===== config.mk =====
export PLATFORM = sky130hd
export DESIGN_NAME = key_debounce_hold_events_flat
export DESIGN_NICKNAME = d
export VERILOG_FILES = /design/src/hw/rtl/kdhe_pkg.sv /design/src/hw/rtl/kdhe_if.sv /design/src/hw/rtl/key_debounce_hold_events.sv /design/src/hw/rtl/kdhe_lane.sv /design/src/hw/rtl/kdhe_merge.sv /design/src/flat_wrapper.sv
export VERILOG_INCLUDE_DIRS = /design/src /design/src/hw/rtl
export SDC_FILE = /design/constraint.sdc
export NUM_CORES = 1
export LEC_CHECK = 0
export BUFFER_PORTS_ARGS = -buffer_cell sky130_fd_sc_hd__buf_4
export CAP_MARGIN = 0
export CORE_UTILIZATION = 46
export CTS_BUF_LIST = sky130_fd_sc_hd__clkbuf_16
export DETAILED_ROUTE_END_ITERATION = 7
export PLACE_DENSITY = 0.64
export SKIP_CTS_REPAIR_TIMING = 1
export SYNTH_ARGS = -nofsm -noshare
export SYNTH_HDL_FRONTEND = slang
export SYNTH_SLANG_ARGS = --single-unit

===== constraint.sdc =====
create_clock -name clk_i -period 7 [get_ports clk_i]
set_input_delay 0 -clock clk_i [delete_from_list [all_inputs] [get_ports clk_i]]
set_output_delay 0 -clock clk_i [all_outputs]
set_load 0.02 [all_outputs]

===== src/hw/rtl/key_debounce_hold_events_defines.svh =====
// Assertion macros for the key debounce and hold event block
`ifndef KEY_DEBOUNCE_HOLD_EVENTS_DEFINES_SVH
`define KEY_DEBOUNCE_HOLD_EVENTS_DEFINES_SVH

// same-cycle implication, checked after reset
`define KDHE_ASSERT_NOW(lbl, ante, cons, msg) \
  lbl: assert property (@(posedge clk_i) disable iff (!rst_ni) (ante) |-> (cons)) \
    else $error(msg);

// next-cycle implication, checked after reset
`define KDHE_ASSERT_NEXT(lbl, ante, cons, msg) \
  lbl: assert property (@(posedge clk_i) disable iff (!rst_ni) (ante) |=> (cons)) \
    else $error(msg);

`endif


===== src/hw/rtl/kdhe_pkg.sv =====
// Shared types, codes and constants of the key debounce and hold event block
`timescale 1ns / 1ps
package kdhe_pkg;

  localparam int unsigned RAW_BITS   = 5;
  localparam int unsigned OK_INDEX   = 2;
  localparam int unsigned BACK_INDEX = 3;
  localparam int unsigned CFG_IDX_W  = 1;
  localparam int unsigned CFG_DATA_W = 16;

  typedef enum logic [1:0] {
    OP_SCAN   = 2'd0,
    OP_GET    = 2'd1,
    OP_RESYNC = 2'd2,
    OP_NOP    = 2'd3
  } opcode_e;

  typedef enum logic [CFG_IDX_W-1:0] {
    CFG_DEBOUNCE = 1'd0,
    CFG_HOLD     = 1'd1
  } cfg_idx_e;

  typedef enum logic [2:0] {
    EV_NONE      = 3'd0,
    EV_UP        = 3'd1,
    EV_DOWN      = 3'd2,
    EV_OK        = 3'd3,
    EV_BACK      = 3'd4,
    EV_TRIG      = 3'd5,
    EV_OK_HOLD   = 3'd6,
    EV_BACK_HOLD = 3'd7
  } event_e;

  // control word fanned out to every lane
  typedef struct packed {
    logic scan;
    logic resync;
  } lane_ctl_t;

  // control word for the mailbox
  typedef struct packed {
    logic scan;
    logic get;
    logic resync;
  } merge_ctl_t;

  function automatic event_e release_code(int unsigned idx);
    event_e code;
    case (idx)
      0:       code = EV_UP;
      1:       code = EV_DOWN;
      2:       code = EV_OK;
      3:       code = EV_BACK;
      4:       code = EV_TRIG;
      default: code = EV_NONE;
    endcase
    return code;
  endfunction

  function automatic event_e hold_code(int unsigned idx);
    event_e code;
    if (idx == OK_INDEX) begin
      code = EV_OK_HOLD;
    end else if (idx == BACK_INDEX) begin
      code = EV_BACK_HOLD;
    end else begin
      code = EV_NONE;
    end
    return code;
  endfunction

endpackage


===== src/hw/rtl/kdhe_if.sv =====
// Valid/ready channel interfaces for key words and event words
`timescale 1ns / 1ps
interface kdhe_in_if;
  logic        valid;
  logic        ready;
  logic [1:0]  opcode;
  logic [4:0]  raw_levels;
  logic [31:0] now_ms;

  modport source (output valid, output opcode, output raw_levels, output now_ms, input ready);
  modport sink   (input valid, input opcode, input raw_levels, input now_ms, output ready);
endinterface

interface kdhe_out_if;
  logic       valid;
  logic       ready;
  logic [2:0] event_code;

  modport source (output valid, output event_code, input ready);
  modport sink   (input valid, input event_code, output ready);
endinterface


===== src/hw/rtl/key_debounce_hold_events.sv =====
// Top level: key debounce and hold event detector with event mailbox
//
//   channel  dir  payload                          word carries
//   in_chan  in   opcode, raw_levels, now_ms       scan / get / resync command
//   out_chan out  event_code                       mailbox contents on get
//   cfg      in   cfg_we_i, cfg_idx_i, cfg_data_i  debounce_ms, hold_ms
//
// One input word per cycle while input ready is high; all key lanes update in the cycle the word is taken.
// A get word shows its event in the output register in the cycle after it is taken.
// Input ready drops only while an event word waits in the output register.
// Reset: all keys released, no hold flags, stamps zero, mailbox empty.
`timescale 1ns / 1ps
`include "key_debounce_hold_events_defines.svh"
module key_debounce_hold_events #(
  parameter int unsigned NUM_KEYS = 5
) (
  input  logic                               clk_i,
  input  logic                               rst_ni,
  kdhe_in_if.sink                            in_chan,
  kdhe_out_if.source                         out_chan,
  input  logic                               cfg_we_i,
  input  logic [kdhe_pkg::CFG_IDX_W-1:0]     cfg_idx_i,
  input  logic [kdhe_pkg::CFG_DATA_W-1:0]    cfg_data_i
);

  logic [15:0] debounce_q;
  logic [15:0] hold_ms_q;
  logic        out_valid_q;
  logic [2:0]  out_code_q;
  logic        in_take;

  kdhe_pkg::lane_ctl_t                lane_ctl;
  kdhe_pkg::merge_ctl_t               merge_ctl;
  kdhe_pkg::event_e [NUM_KEYS-1:0]    lane_ev;
  kdhe_pkg::event_e                   mailbox;

  assign in_chan.ready = !out_valid_q || out_chan.ready;
  assign in_take       = in_chan.valid && in_chan.ready;

  assign lane_ctl.scan    = in_take && (in_chan.opcode == kdhe_pkg::OP_SCAN);
  assign lane_ctl.resync  = in_take && (in_chan.opcode == kdhe_pkg::OP_RESYNC);
  assign merge_ctl.scan   = lane_ctl.scan;
  assign merge_ctl.resync = lane_ctl.resync;
  assign merge_ctl.get    = in_take && (in_chan.opcode == kdhe_pkg::OP_GET);

  always_ff @(posedge clk_i or negedge rst_ni) begin
    if (!rst_ni) begin
      debounce_q <= 16'd20;
      hold_ms_q  <= 16'd1000;
    end else if (cfg_we_i) begin
      case (cfg_idx_i)
        kdhe_pkg::CFG_DEBOUNCE: debounce_q <= cfg_data_i;
        kdhe_pkg::CFG_HOLD:     hold_ms_q  <= cfg_data_i;
        default: ;
      endcase
    end
  end

  for (genvar k = 0; k < NUM_KEYS; k++) begin : g_lane
    logic released;
    if (k < kdhe_pkg::RAW_BITS) begin : g_raw
      assign released = in_chan.raw_levels[k];
    end else begin : g_noraw
      assign released = 1'b1;
    end

    kdhe_lane u_lane (
      .clk_i        (clk_i),
      .rst_ni       (rst_ni),
      .ctl_i        (lane_ctl),
      .released_i   (released),
      .now_ms_i     (in_chan.now_ms),
      .debounce_ms_i(debounce_q),
      .hold_ms_i    (hold_ms_q),
      .rel_code_i   (kdhe_pkg::release_code(k)),
      .hold_code_i  (kdhe_pkg::hold_code(k)),
      .event_o      (lane_ev[k])
    );
  end

  kdhe_merge #(
    .NUM_KEYS(NUM_KEYS)
  ) u_merge (
    .clk_i    (clk_i),
    .rst_ni   (rst_ni),
    .ctl_i    (merge_ctl),
    .lane_ev_i(lane_ev),
    .mailbox_o(mailbox)
  );

  // output register; refills in the same cycle it drains
  always_ff @(posedge clk_i or negedge rst_ni) begin
    if (!rst_ni) begin
      out_valid_q <= 1'b0;
    end else if (merge_ctl.get) begin
      out_valid_q <= 1'b1;
    end else if (out_chan.ready) begin
      out_valid_q <= 1'b0;
    end
  end

  always_ff @(posedge clk_i) begin
    if (merge_ctl.get) begin
      out_code_q <= mailbox;
    end
  end

  assign out_chan.valid      = out_valid_q;
  assign out_chan.event_code = out_code_q;

  `KDHE_ASSERT_NEXT(a_get_returns_mailbox, merge_ctl.get, out_valid_q && (out_code_q == $past(mailbox)), "get word did not return mailbox")
  `KDHE_ASSERT_NEXT(a_get_clears_mailbox, merge_ctl.get, mailbox == kdhe_pkg::EV_NONE, "mailbox not cleared by get")
  `KDHE_ASSERT_NEXT(a_first_event_kept, merge_ctl.scan && (mailbox != kdhe_pkg::EV_NONE), mailbox == $past(mailbox), "scan overwrote pending event")
  `KDHE_ASSERT_NOW(a_no_take_while_blocked, out_valid_q && !out_chan.ready, !in_take, "input taken while output word stalled")

endmodule


===== src/hw/rtl/kdhe_lane.sv =====
// One key lane: debounce, press/hold tracking and event candidate
`timescale 1ns / 1ps
module kdhe_lane (
  input  logic                clk_i,
  input  logic                rst_ni,
  input  kdhe_pkg::lane_ctl_t ctl_i,
  input  logic                released_i,
  input  logic [31:0]         now_ms_i,
  input  logic [15:0]         debounce_ms_i,
  input  logic [15:0]         hold_ms_i,
  input  kdhe_pkg::event_e    rel_code_i,
  input  kdhe_pkg::event_e    hold_code_i,
  output kdhe_pkg::event_e    event_o
);

  logic        acc_q, acc_d;
  logic        hold_q, hold_d;
  logic [31:0] press_q, press_d;
  logic [31:0] chg_q, chg_d;

  logic [31:0] chg_age;
  logic [31:0] press_age;
  logic        differs;
  logic        take;
  logic        take_press;
  logic        hold_hit;
  logic        hold_fire;

  assign chg_age    = now_ms_i - chg_q;
  assign press_age  = now_ms_i - press_q;
  assign differs    = released_i != acc_q;
  assign take       = differs && (chg_age >= {16'd0, debounce_ms_i});
  assign take_press = take && !released_i;

  // a fresh press has age zero
  assign hold_hit  = take_press ? (hold_ms_i == 16'd0) : (press_age >= {16'd0, hold_ms_i});
  assign hold_fire = (!differs || take) && !released_i && (take_press || !hold_q) && hold_hit;

  always_comb begin
    acc_d   = acc_q;
    hold_d  = hold_q;
    press_d = press_q;
    chg_d   = chg_q;
    event_o = kdhe_pkg::EV_NONE;
    if (ctl_i.resync) begin
      acc_d   = released_i;
      hold_d  = 1'b0;
      press_d = now_ms_i;
      chg_d   = now_ms_i;
    end else if (ctl_i.scan) begin
      if (take) begin
        chg_d = now_ms_i;
        acc_d = released_i;
        if (released_i) begin
          if (!hold_q) begin
            event_o = rel_code_i;
          end
        end else begin
          press_d = now_ms_i;
          hold_d  = 1'b0;
        end
      end
      if (hold_fire) begin
        hold_d  = 1'b1;
        event_o = hold_code_i;
      end
    end
  end

  always_ff @(posedge clk_i or negedge rst_ni) begin
    if (!rst_ni) begin
      acc_q   <= 1'b1;
      hold_q  <= 1'b0;
      press_q <= '0;
      chg_q   <= '0;
    end else begin
      acc_q   <= acc_d;
      hold_q  <= hold_d;
      press_q <= press_d;
      chg_q   <= chg_d;
    end
  end

endmodule


===== src/hw/rtl/kdhe_merge.sv =====
// Event mailbox: keeps the first lane event in key order until a get reads it or a resync clears it
`timescale 1ns / 1ps
module kdhe_merge #(
  parameter int unsigned NUM_KEYS = 5
) (
  input  logic                          clk_i,
  input  logic                          rst_ni,
  input  kdhe_pkg::merge_ctl_t          ctl_i,
  input  kdhe_pkg::event_e [NUM_KEYS-1:0] lane_ev_i,
  output kdhe_pkg::event_e              mailbox_o
);

  kdhe_pkg::event_e mbox_q, mbox_d;
  kdhe_pkg::event_e first_ev;

  // lowest key index wins
  always_comb begin
    first_ev = kdhe_pkg::EV_NONE;
    for (int i = NUM_KEYS - 1; i >= 0; i--) begin
      if (lane_ev_i[i] != kdhe_pkg::EV_NONE) begin
        first_ev = lane_ev_i[i];
      end
    end
  end

  always_comb begin
    mbox_d = mbox_q;
    if (ctl_i.get || ctl_i.resync) begin
      mbox_d = kdhe_pkg::EV_NONE;
    end else if (ctl_i.scan && mbox_q == kdhe_pkg::EV_NONE) begin
      mbox_d = first_ev;
    end
  end

  always_ff @(posedge clk_i or negedge rst_ni) begin
    if (!rst_ni) begin
      mbox_q <= kdhe_pkg::EV_NONE;
    end else begin
      mbox_q <= mbox_d;
    end
  end

  assign mailbox_o = mbox_q;

endmodule


===== src/flat_wrapper.sv =====
// flat-port wrapper written by rule: the top's interface ports become plain ports
module key_debounce_hold_events_flat 
#(
  parameter int unsigned NUM_KEYS = 5
)
  (clk_i, rst_ni, cfg_we_i, cfg_idx_i, cfg_data_i, in_chan_valid, in_chan_opcode, in_chan_raw_levels, in_chan_now_ms, in_chan_ready, out_chan_valid, out_chan_event_code, out_chan_ready);
  kdhe_in_if in_chan_i ();
  kdhe_out_if out_chan_i ();
  input  logic clk_i;
  input  logic rst_ni;
  input  logic cfg_we_i;
  input  logic [kdhe_pkg::CFG_IDX_W-1:0] cfg_idx_i;
  input  logic [kdhe_pkg::CFG_DATA_W-1:0] cfg_data_i;
  input wire logic [$bits(in_chan_i.valid)-1:0] in_chan_valid;
  input wire logic [$bits(in_chan_i.opcode)-1:0] in_chan_opcode;
  input wire logic [$bits(in_chan_i.raw_levels)-1:0] in_chan_raw_levels;
  input wire logic [$bits(in_chan_i.now_ms)-1:0] in_chan_now_ms;
  output wire logic [$bits(in_chan_i.ready)-1:0] in_chan_ready;
  output wire logic [$bits(out_chan_i.valid)-1:0] out_chan_valid;
  output wire logic [$bits(out_chan_i.event_code)-1:0] out_chan_event_code;
  input wire logic [$bits(out_chan_i.ready)-1:0] out_chan_ready;
  assign in_chan_i.valid = in_chan_valid;
  assign in_chan_i.opcode = in_chan_opcode;
  assign in_chan_i.raw_levels = in_chan_raw_levels;
  assign in_chan_i.now_ms = in_chan_now_ms;
  assign in_chan_ready = in_chan_i.ready;
  assign out_chan_valid = out_chan_i.valid;
  assign out_chan_event_code = out_chan_i.event_code;
  assign out_chan_i.ready = out_chan_ready;
  key_debounce_hold_events #(.NUM_KEYS(NUM_KEYS)) u_core (.clk_i(clk_i), .rst_ni(rst_ni), .in_chan(in_chan_i), .out_chan(out_chan_i), .cfg_we_i(cfg_we_i), .cfg_idx_i(cfg_idx_i), .cfg_data_i(cfg_data_i));
endmodule

==> metrics <==
status=complete, but fails checks; failing checks=hold timing; Reg2Reg Launch Point=u_core.g_lane[4].u_lane.chg_q[0]; Slew Viols, Final=0; CP max-delay cell=o2111ai_1; global-route usage over all layers=0.261; CTS clk-pin slew, worst paths=roughly 0.060 ns; final wirelength=roughly 100,000 um; Filler cells=approximately 7,300; clock buffer count from CTS=48; data required time of the worst path=7.49 ns; total number of vias=slightly above 30,000; minimum clock period=about 6.6 ns; crit path from=u_core.g_lane[4].u_lane.chg_q[0]; Peak VDD IR=0.244 mV; RSZ-0062 raised after global routing=no; Worst Hold Slack=-0.0130 ns; area delta synth->final=10.6%; Post-DP HPWL=roughly 76,000 um; Setup Crit Path Kind=reg -> reg; crit path DAT=7.07 ns; Avg Vias per Cell=~5.8; Starting Density=0.464; cell count after placement=about 5,000; IO buf count=65; Fmax=around 150 MHz; initial antenna violation count=0; DRC errors left=0; setup ws final=between 0.4 and 0.5 ns; CTS tree=done; final hold vios=1; # IOs=66; YS warnings=0; multi-input logic area=23,800 um^2; GPL Wtd Cong=slightly below 1; crit-path max FO=32; antenna viol nets, final=0; vias in the first global route=between 20,000 and 30,000; final instance area=just under 40,000 um^2; H-tree Lvls=2; row count=between 100 and 150; pwr/cell area=~330 nW/um^2; largest net degree at the start of global routing=159; placed inst area=roughly 37,000 um^2; Pleak=roughly 18 nW; Critical Path End Type=flop; die height=~280 um; Final Instance Count excl. Fillers=roughly 5,300; Cells after Synth=4,150; Worst path top cell family by delay=compound AO/OA/AOI/OAI gates; Core Util, Final=0.513; core area=approximately 76,000 um^2; Die X=about 280 um; drt wl/cell=~20 um; final worst-path cycle share=0.940; max cap viols=0; global-route wire length before repair=~160,000 um; CTS Buffer Depth=3; min-delay src=in_chan_now_ms[0]; ys async rst share=0.992; post-synth cell types=98; number of enable flip-flop cells after synthesis=3; # clock sinks=369; Slew @ Worst Pin=1.29 ns; skew final=0.0214 ns; Clock Latency Late Sink=roughly 0.61 ns; initial drt markers=approximately 1,600; gr ovfl total=0; synthesized net count=about 4,700; ys flop type=dfrtp_1; Final #Nets=between 4,000 and 5,000; die area=77,600 um^2; Post-Synthesis Cell Area=approximately 35,000 um^2; Avg Inst Size Synth=8.48 um^2; share of layout cells above drive strength 1=0.0871; Root Buffer=clkbuf_16; Crit path buffers/inverters=2; Worst setup SP type=flop; Max stage delay on crit path=0.46 ns; Pre-antenna DRT Iters=5; Hold/Removal Path Class=in -> reg; number of synthesized register bits=369; sequential share of the synthesized area=0.263; Seq. cell area=about 9000 um^2; setup TNS=0 ns; Final Setup Violations=0; Placement Setup Slack=0.411 ns; headroom to the max-slew limit=0.137
[cells in the final DEF (no fill, tap or decap), types with 83 or more instances in the layout]
| cell type | synthesis | layout |
|---|---|---|
| o21ai_0 | 319 | 319 |
| xnor2_1 | 134 | 134 |
| inv_1 | 429 | 439 |
| mux2_1 | 83 | 83 |
| a21oi_1 | 327 | 327 |
| dfrtp_1 | 353 | 353 |
| nor2_1 | 214 | 209 |
| a21o_1 | 125 | 125 |
| nand2_1 | 365 | 365 |
| buf_4 | 0 | 97 |
| mux2_2 | 140 | 140 |
| ha_1 | 470 | 470 |
[layer usage]
| metal | wire (um) | track usage |
|---|---|---|
| met1 | 46200 | 0.337 |
| met2 | 48500 | 0.445 |
| met3 | 3760 | 0.0219 |
| met4 | 4300 | 0.112 |
| met5 | 0 | 0 |
[Yosys cell counts, types with 9 or more instances]
library cell | n | area [um^2]
or2_2 | 12 | 75.1
and2_1 | 12 | 75.1
or3_1 | 11 | 68.8
o211ai_1 | 52 | 390
and4_1 | 11 | 96.3
a21boi_0 | 9 | 67.6
o21ai_0 | 319 | 1600
mux2_1 | 83 | 935
o21ai_1 | 22 | 110
and3_1 | 29 | 181
nor2_1 | 214 | 803
nor3b_1 | 10 | 75.1
xnor2_1 | 134 | 1170
dfstp_2 | 13 | 342
a21o_1 | 125 | 938
buf_2 | 9 | 45.0
fa_1 | 10 | 200
dfrtp_1 | 353 | 8830
nor4_1 | 24 | 150
o31ai_1 | 17 | 128
a2111oi_0 | 22 | 193
buf_1 | 33 | 124
nor3_1 | 63 | 315
buf_6 | 12 | 135
a211o_1 | 20 | 175
o21a_1 | 70 | 526
nand2_1 | 365 | 1370
mux2_2 | 140 | 1580
ha_1 | 470 | 5880
nand2b_1 | 45 | 282
o2111ai_1 | 24 | 210
o41ai_1 | 11 | 96.3
nand4_1 | 63 | 394
mux2i_1 | 27 | 270
a211oi_1 | 45 | 338
a31oi_1 | 47 | 294
inv_1 | 429 | 1610
a221o_1 | 9 | 90.1
xor2_1 | 72 | 631
o21bai_1 | 34 | 255
o31a_1 | 13 | 114
nand3_1 | 72 | 360
clkbuf_1 | 74 | 278
a21oi_1 | 327 | 1640
nor2b_1 | 55 | 344
[path summary, 6_finish.rpt]
path,slack [ns],cells past startpoint,to
worst max-delay path,0.42,25,u_core.g_lane[4].u_lane.chg_q[0]
worst min-delay path,-0.01,4,u_core.g_lane[1].u_lane.press_q[0]
worst max register to register,0.42,25,u_core.g_lane[4].u_lane.chg_q[0]
worst min register to register,0.49,1,u_core.g_lane[4].u_lane.press_q[8]
max in group asynchronous,5.22,4,u_core.g_lane[0].u_lane.press_q[16]
min in group asynchronous,0.48,3,u_core.g_lane[1].u_lane.chg_q[5]
[state kept, by name, summed over array words and instances (netlist names)]
signal,count
u_core.g_lane.u_lane.chg_q,160
u_core.g_lane.u_lane.press_q,160
u_core.debounce_q,16
u_core.hold_ms_q,16
u_core.g_lane.u_lane.acc_q,5
u_core.g_lane.u_lane.hold_q,5
u_core.out_chan.event_code,3
u_core.u_merge.mailbox_o,3
u_core.out_chan.valid,1
[final cells by class]
| type | count | share of cell area |
|---|---|---|
| repair buffers | 170 | 0.0384 |
| multi-input cells | 3224 | 0.611 |
| flip-flops and latches | 369 | 0.238 |
| well taps | 978 | 0.0314 |
| inverters | 429 | 0.0414 |
| clock buffers | 49 | 0.0315 |
| diodes | 1 | 0.0000643 |
| clock inverters | 39 | 0.00817 |
[where the power goes]
part           switching, mW  internal (mW)  leakage [nW]
logic                   4.28           3.17          12.7
registers              0.235           2.66          4.40
clock network           1.04           1.45         0.793
total                   5.56           7.28          17.9
[metrics by stage]
step           power [mW]  hold slack [ns]
3_5_place_dp         10.3           0.0160
2_1_floorplan        8.51           -0.296
5_1_grt              13.9           0.0167
4_1_cts              12.8           -0.635
6_report             12.8          -0.0130
3_3_place_gp         10.1           0.0126
[worst register-to-register path: cells and delay by family, from the launching register on]
family                     cells  cell delay (ns)
muxes                          1             0.43
DFF                            1             0.35
adders and majority gates      3             0.86
and+or+nand+nor                5             1.21
xor gates and xnor gates       1             0.14
AOI/OAI and AO/OA             13             3.00
buffers and inverters          2             0.49
[logic make-up (layout without fill, tap and decap cells)]
family | count (synthesis) | count (layout) | synth area share
AOI/OAI and AO/OA | 1268 | 1268 | 0.232
and+or+nand+nor | 1020 | 1020 | 0.139
buffers and inverters | 557 | 687 | 0.0623
adders and majority gates | 480 | 480 | 0.173
DFF | 369 | 369 | 0.263
muxes | 250 | 250 | 0.0790
xor gates and xnor gates | 206 | 206 | 0.0513
other | 0 | 1 | 0
(Power assumes the default switching activity.)
